`src/rtl/ial_pkg.sv`:
```
// Shared types and constants for the indexed array list core.
// Used by the controller, the datapath, the top level and the checker.
package ial_pkg;

  localparam int CAPACITY = 1024;
  localparam int ADDR_W   = $clog2(CAPACITY);
  localparam int POS_W    = 10;
  localparam int CNT_W    = 11;
  localparam int WORD_W   = 32;

  typedef enum logic [2:0] {
    MODE_APPEND      = 3'd0,
    MODE_INSERT      = 3'd1,
    MODE_REMOVE_AT   = 3'd2,
    MODE_REMOVE_LAST = 3'd3,
    MODE_SET         = 3'd4,
    MODE_GET         = 3'd5,
    MODE_CLEAR       = 3'd6
  } ial_mode_t;

  typedef enum logic [1:0] {
    ST_OK    = 2'd0,
    ST_RANGE = 2'd1,
    ST_EMPTY = 2'd2,
    ST_FULL  = 2'd3
  } ial_status_t;

  typedef enum logic [2:0] {
    S_IDLE,
    S_EXEC,
    S_SHIFT,
    S_DRAIN,
    S_FILL,
    S_READ,
    S_DONE
  } ial_state_t;

  typedef struct packed {
    logic [2:0]               mode;
    logic [POS_W-1:0]         position;
    logic signed [WORD_W-1:0] word_in;
  } ial_in_t;

  typedef struct packed {
    logic [1:0]               status;
    logic signed [WORD_W-1:0] word_out;
    logic [CNT_W-1:0]         count;
  } ial_out_t;

  // Controller to datapath
  typedef struct packed {
    logic load_req;
    logic latch_res;
    logic wr_word;
    logic upd_count;
    logic shift_init;
    logic shift_step;
    logic rd_pos;
    logic cap_read;
    logic out_load;
  } ial_cmd_t;

  // Datapath to controller
  typedef struct packed {
    logic [2:0] mode;
    logic       chk_ok;
    logic       at_tail;
    logic       shift_last;
  } ial_sts_t;

endpackage

```
`src/rtl/ial_ctrl.sv`:
```
// Request sequencer for the indexed array list core.
// Depends on ial_pkg; drives ial_dpath through ial_cmd_t.
module ial_ctrl
  import ial_pkg::*;
(
  input  logic     clk,
  input  logic     rst_n,
  input  logic     in_valid,
  output logic     in_stall,
  output logic     out_valid,
  input  logic     out_stall,
  input  ial_sts_t sts,
  output ial_cmd_t cmd
);

  ial_state_t state_r, state_nxt;
  logic       out_valid_r, out_valid_nxt;
  logic       out_free;

  assign out_free  = !out_valid_r || !out_stall;
  assign in_stall  = (state_r != S_IDLE);
  assign out_valid = out_valid_r;

  always_comb begin
    state_nxt = state_r;
    unique case (state_r)
      S_IDLE: begin
        if (in_valid) state_nxt = S_EXEC;
      end
      S_EXEC: begin
        state_nxt = S_DONE;
        if (sts.chk_ok) begin
          priority if (sts.mode == MODE_INSERT && !sts.at_tail) begin
            state_nxt = S_SHIFT;
          end else if (sts.mode == MODE_REMOVE_AT && !sts.at_tail) begin
            state_nxt = S_SHIFT;
          end else if (sts.mode == MODE_GET) begin
            state_nxt = S_READ;
          end else begin
            state_nxt = S_DONE;
          end
        end
      end
      S_SHIFT: begin
        if (sts.shift_last) state_nxt = S_DRAIN;
      end
      S_DRAIN: begin
        state_nxt = (sts.mode == MODE_INSERT) ? S_FILL : S_DONE;
      end
      S_FILL:  state_nxt = S_DONE;
      S_READ:  state_nxt = S_DONE;
      S_DONE: begin
        if (out_free) state_nxt = S_IDLE;
      end
      default: state_nxt = S_IDLE;
    endcase
  end

  always_comb begin
    cmd = '0;
    unique case (state_r)
      S_IDLE: begin
        cmd.load_req = in_valid;
      end
      S_EXEC: begin
        cmd.latch_res = 1'b1;
        if (sts.chk_ok) begin
          unique case (sts.mode)
            MODE_APPEND: begin
              cmd.wr_word   = 1'b1;
              cmd.upd_count = 1'b1;
            end
            MODE_INSERT: begin
              cmd.wr_word    = sts.at_tail;
              cmd.upd_count  = sts.at_tail;
              cmd.shift_init = !sts.at_tail;
            end
            MODE_REMOVE_AT: begin
              cmd.upd_count  = sts.at_tail;
              cmd.shift_init = !sts.at_tail;
            end
            MODE_REMOVE_LAST, MODE_CLEAR: begin
              cmd.upd_count = 1'b1;
            end
            MODE_SET: begin
              cmd.wr_word = 1'b1;
            end
            MODE_GET: begin
              cmd.rd_pos = 1'b1;
            end
            default: ;
          endcase
        end
      end
      S_SHIFT: begin
        cmd.shift_step = 1'b1;
      end
      S_DRAIN: begin
        // remove finishes here; insert still owes the new word
        cmd.upd_count = (sts.mode == MODE_REMOVE_AT);
      end
      S_FILL: begin
        cmd.wr_word   = 1'b1;
        cmd.upd_count = 1'b1;
      end
      S_READ: begin
        cmd.cap_read = 1'b1;
      end
      S_DONE: begin
        cmd.out_load = out_free;
      end
      default: ;
    endcase
  end

  always_comb begin
    out_valid_nxt = out_valid_r;
    if (cmd.out_load) begin
      out_valid_nxt = 1'b1;
    end else if (!out_stall) begin
      out_valid_nxt = 1'b0;
    end
  end

  always_ff @(posedge clk) begin
    if (!rst_n) begin
      state_r     <= S_IDLE;
      out_valid_r <= 1'b0;
    end else begin
      state_r     <= state_nxt;
      out_valid_r <= out_valid_nxt;
    end
  end

endmodule

```
`config.mk`:
```
export PLATFORM = sky130hd
export DESIGN_NAME = ial_ctrl
export DESIGN_NICKNAME = d
export VERILOG_FILES = /design/src/rtl/ial_pkg.sv /design/src/rtl/ial_ctrl.sv
export SDC_FILE = /design/constraint.sdc
export NUM_CORES = 1
export LEC_CHECK = 0
export BUFFER_PORTS_ARGS = -buffer_cell sky130_fd_sc_hd__buf_2
export CORE_AREA = 2 2 39 41
export DETAILED_ROUTE_END_ITERATION = 10
export DIE_AREA = 0 0 41 43
export PLACE_DENSITY = 0.55
export SETUP_SLACK_MARGIN = 0.05
export SYNTH_ARGS = -nofsm -noshare
export SYNTH_HDL_FRONTEND = slang
export SYNTH_SLANG_ARGS = --single-unit
```
`constraint.sdc`:
```
create_clock -name clk -period 1.11 [get_ports clk]
set_input_delay 0.0555 -clock clk [delete_from_list [all_inputs] [get_ports clk]]
set_output_delay 0.0555 -clock clk [all_outputs]
set_load 0.1 [all_outputs]
```
=== Word level (Yosys, flattened, before mapping) ===
Index checks and enable logic that the tools add are counted.
Widths: inputs -> output; s select.

* Register bits after elaboration: 4
* Output and inout port bits: 11

* Equal/unequal tests: 16
* Multiplexer cells: 26
* Reduce and logical (&&, ||, !) cells: 14

{| class="wikitable"
|+ Operator list
! cell !! count
|-
| $mux 3 || 7
|-
| $eq 3x3->1 const B || 6
|-
| $pmux 3 s6 || 1
|-
| $eq 3x2->1 const B || 4
|-
| $mux 1 || 12
|-
| $eq 3x1->1 const B || 2
|-
| $logic_not 3->1 || 2
|-
| $ne 2x2->1 const B || 3
|-
| $pmux 1 s2 || 3
|-
| $reduce_or 2->1 || 3
|-
| $mux 2 || 2
|-
| $logic_not 1->1 || 3
|-
| $pmux 1 s3 || 1
|-
| $reduce_and 3->1 || 1
|-
| $reduce_bool 3->1 || 1
|-
| $reduce_or 3->1 || 1
|-
| $logic_and 1x1->1 || 2
|-
| $ne 2x1->1 const B || 1
|-
| $logic_or 1x1->1 || 1
|}

=== Depth between registers and ports, before layout ===
* Depth after elaboration: 6
* Depth in mapped cells: 6

=== Least setup slack after synthesis ===
No wires, ideal clock.

* Path type: flip-flop to output port
* Start point: register state_r[2]
* End point: output cmd[8] in the netlist's numbering
* Data arrival time: 2.596 ns
* Slack: -1.542 ns
* Stages on the path, launching flop included: 4
* Path buffers: 1
* Cells stage by stage: dfxtp_1 > buf_6 > or3_1 > nor2_1

{| class="wikitable"
|+ RTL lines
! element !! RTL line !! RTL
|-
| start: declaration || ial_ctrl.sv:16 || <nowiki>ial_state_t state_r, state_nxt;</nowiki>
|-
| start signal: assignment || ial_ctrl.sv:130 || <nowiki>state_r <= state_nxt;</nowiki>
|-
| end: declaration || ial_ctrl.sv:13 || <nowiki>output ial_cmd_t cmd</nowiki>
|}

==> run summary <==
most common cell after layout, fill and taps aside - buf_4
Worst Path Arrival - 1.33 ns
Min Hold Slack - 0.0860 ns
root buffer cell - clkbuf_4
CTS H-tree lvls - 1
P per Cell Area - 1950 nW/um2
peak supply drop - 1.15 mV
Register Area - 90.1 um2
vias per cell - 5.16
most frequent cells in the layout - 12 x buf_4, 11 x buf_12, 9 x buf_2
violated checks - setup timing
first-pass GRT wire length - 2.53 mm
placed standard-cell area - 826 um2
Max clock buf depth - 2
total power - 0.00203 W
detailed placement HPWL - 944 um
syn_area_per_cell - 6.70 um2
period utilization - 1.25
Lkg Pwr - 0.408 nW
synth-to-layout area growth - 173%
# hold bufs at CTS - 0
Max Clock Skew - 0.000177 ns
TritonRoute pass-1 iters - 5
critical path type - register to primary output
CTS tree - done
design area - 1040 um2
vias in the first global route - 620
clock sinks - 4
final setup fails - 12
Cell variety after synth - 25
Worst Path Required - 1.05 ns
max-slew violation count - 0
Detail Route Antenna Nets - 0
worst-path fanout max - 4
clock latency on the worst-skew pair - 0.24 ns
fin crit period - 1.39 ns
Setup crit start - state_r[0]$_SDFFE_PN0P_
Reg2Reg Launch Point - state_r[0]$_SDFFE_PN0P_
antenna violations before repair - 0
Post-Syn Instances - 57
Via Count - 583
Initial Util - 0.276
initial drt markers - 15
Total Wirelength - 1.56 mm
Residual DRC - 0
GRT overflow - 0
Boundary Pins - 21
gr usage total - 0.207
port bufs - 20
CTS clk-pin slew, worst paths - 0.04 ns
Synth Warn # - 0
status - finished with violations
row count - 14
ant diodes - 0
worst hold start - rst_n
sequential area share after synthesis - 0.210
layout cells sized above 1 - 0.794
Die Area - 1760 um2
area occupied by multi-input gates - 428 um2
syn_nets - 67
largest net degree at the start of global routing - 8
routed len/inst - 13.8 um
nets - 108
Hold WC Path Type - primary input to register
final worst slack - -0.276 ns
#FFs+latches synth - 4
RSZ-0062 raised after global routing - true
CTS Buf Count - 3
core area - 1380 um2
Final Hold Viols - 0
Worst-Margin Slew - 0.248 ns
Die Wd - 41 um
height of the die - 43 um
mapped cell area - 382 um2
routability cong. - 0.813
CP Launch Type - register
# Max-Cap Violations - 0
Slew HR - 0.834
Sum Neg Setup Slack - -2.36 ns
CP Capture Type - primary output
Max Clk Rate - 0.721 GHz
Filler cells - 87
## through the flow
step / util / cells / setup slack (ns)
after CTS: 0.701 / 113 / -0.273
after floorplan: - / 57 / -0.429
after global placement: 0.597 / 103 / -0.102
after detailed placement: 0.597 / 103 / -0.149
final: 0.753 / 113 / -0.276
after global routing: 0.753 / 113 / -0.315
## path summary, 6_finish.rpt
path,depth (start not counted),to,slack [ns]
worst max-delay path,4,cmd[8],-0.28
worst min-delay path,2,state_r[1]$_SDFFE_PN0P_,0.09
worst max register to register,5,state_r[1]$_SDFFE_PN0P_,-0.11
worst min register to register,3,out_valid$_SDFFE_PN0P_,0.65
## where the power goes
part / switching [W] / total [W] / internal (W) / leakage, nW
clock network: 0.0000808 / 0.000217 / 0.000136 / 0.0150
registers: 0.0000481 / 0.000226 / 0.000178 / 0.0350
logic: 0.000922 / 0.00159 / 0.000667 / 0.358
total: 0.00105 / 0.00203 / 0.000982 / 0.408
## what timing repair did
| item | in CTS | in global routing |
|---|---|---|
| buffers inserted | 6 | 1 |
| pin swaps | 5 | 10 |
| endpoints found under the setup margin | 13 | 14 |
| gates resized for setup | 20 | 18 |
## kinds of logic (layout without fill, tap and decap cells)
family / count (synthesis) / count (layout) / share of synthesized area
AOI/OAI and AO/OA: 16 / 16 / 0.269
xor gates and xnor gates: 1 / 1 / 0.0230
buffers and inverters: 10 / 50 / 0.141
DFF: 4 / 4 / 0.210
and+or+nand+nor: 26 / 26 / 0.357
## cell type report
class	count	area share
Timing Repair Buffer	40	0.431
Multi-Input combinational cell	43	0.411
Sequential cell	4	0.0864
Inverter	6	0.0276
Clock buffer	4	0.0252
Tap cell	16	0.0192
## worst max-delay path: stages, from the launching register on
cell and delay [ns]:
dfxtp_2 0.33, buf_6 0.12, or3_4 0.35, nor2_4 0.11, buf_12 0.18
## Yosys cell counts
| cell | number | area, um2 |
|---|---|---|
| o22ai_1 | 1 | 6.26 |
| xor2_1 | 1 | 8.76 |
| inv_1 | 6 | 22.5 |
| dfxtp_1 | 4 | 80.1 |
| o21ai_1 | 1 | 5.00 |
| nand2_1 | 3 | 11.3 |
| a41oi_1 | 2 | 17.5 |
| nor3b_1 | 2 | 15.0 |
| buf_6 | 1 | 11.3 |
| nand2b_1 | 2 | 12.5 |
| a21boi_0 | 2 | 15.0 |
| buf_2 | 1 | 5.00 |
| nor2_1 | 11 | 41.3 |
| nor2b_1 | 2 | 12.5 |
| o31ai_1 | 1 | 7.51 |
| o31a_1 | 1 | 8.76 |
| a21oi_1 | 3 | 15.0 |
| nand3_1 | 2 | 10.0 |
| nand4_1 | 1 | 6.26 |
| nand4b_1 | 1 | 8.76 |
| o21ai_0 | 3 | 15.0 |
| buf_4 | 2 | 15.0 |
| and4bb_2 | 1 | 12.5 |
| a31oi_1 | 2 | 12.5 |
| or3_1 | 1 | 6.26 |
## registers in the layout (all words and copies together), names as in the netlist
| register | count |
|---|---|
| out_valid | 1 |
| state_r | 3 |
## per-layer routing
metal	part of all wire	track usage	wire [um]
met4	0.014	0.0600	21
met2	0.59	0.391	925
met5	0	0	0
met3	0.044	0.0366	68
met1	0.35	0.209	541
(Power assumes the default switching activity.)
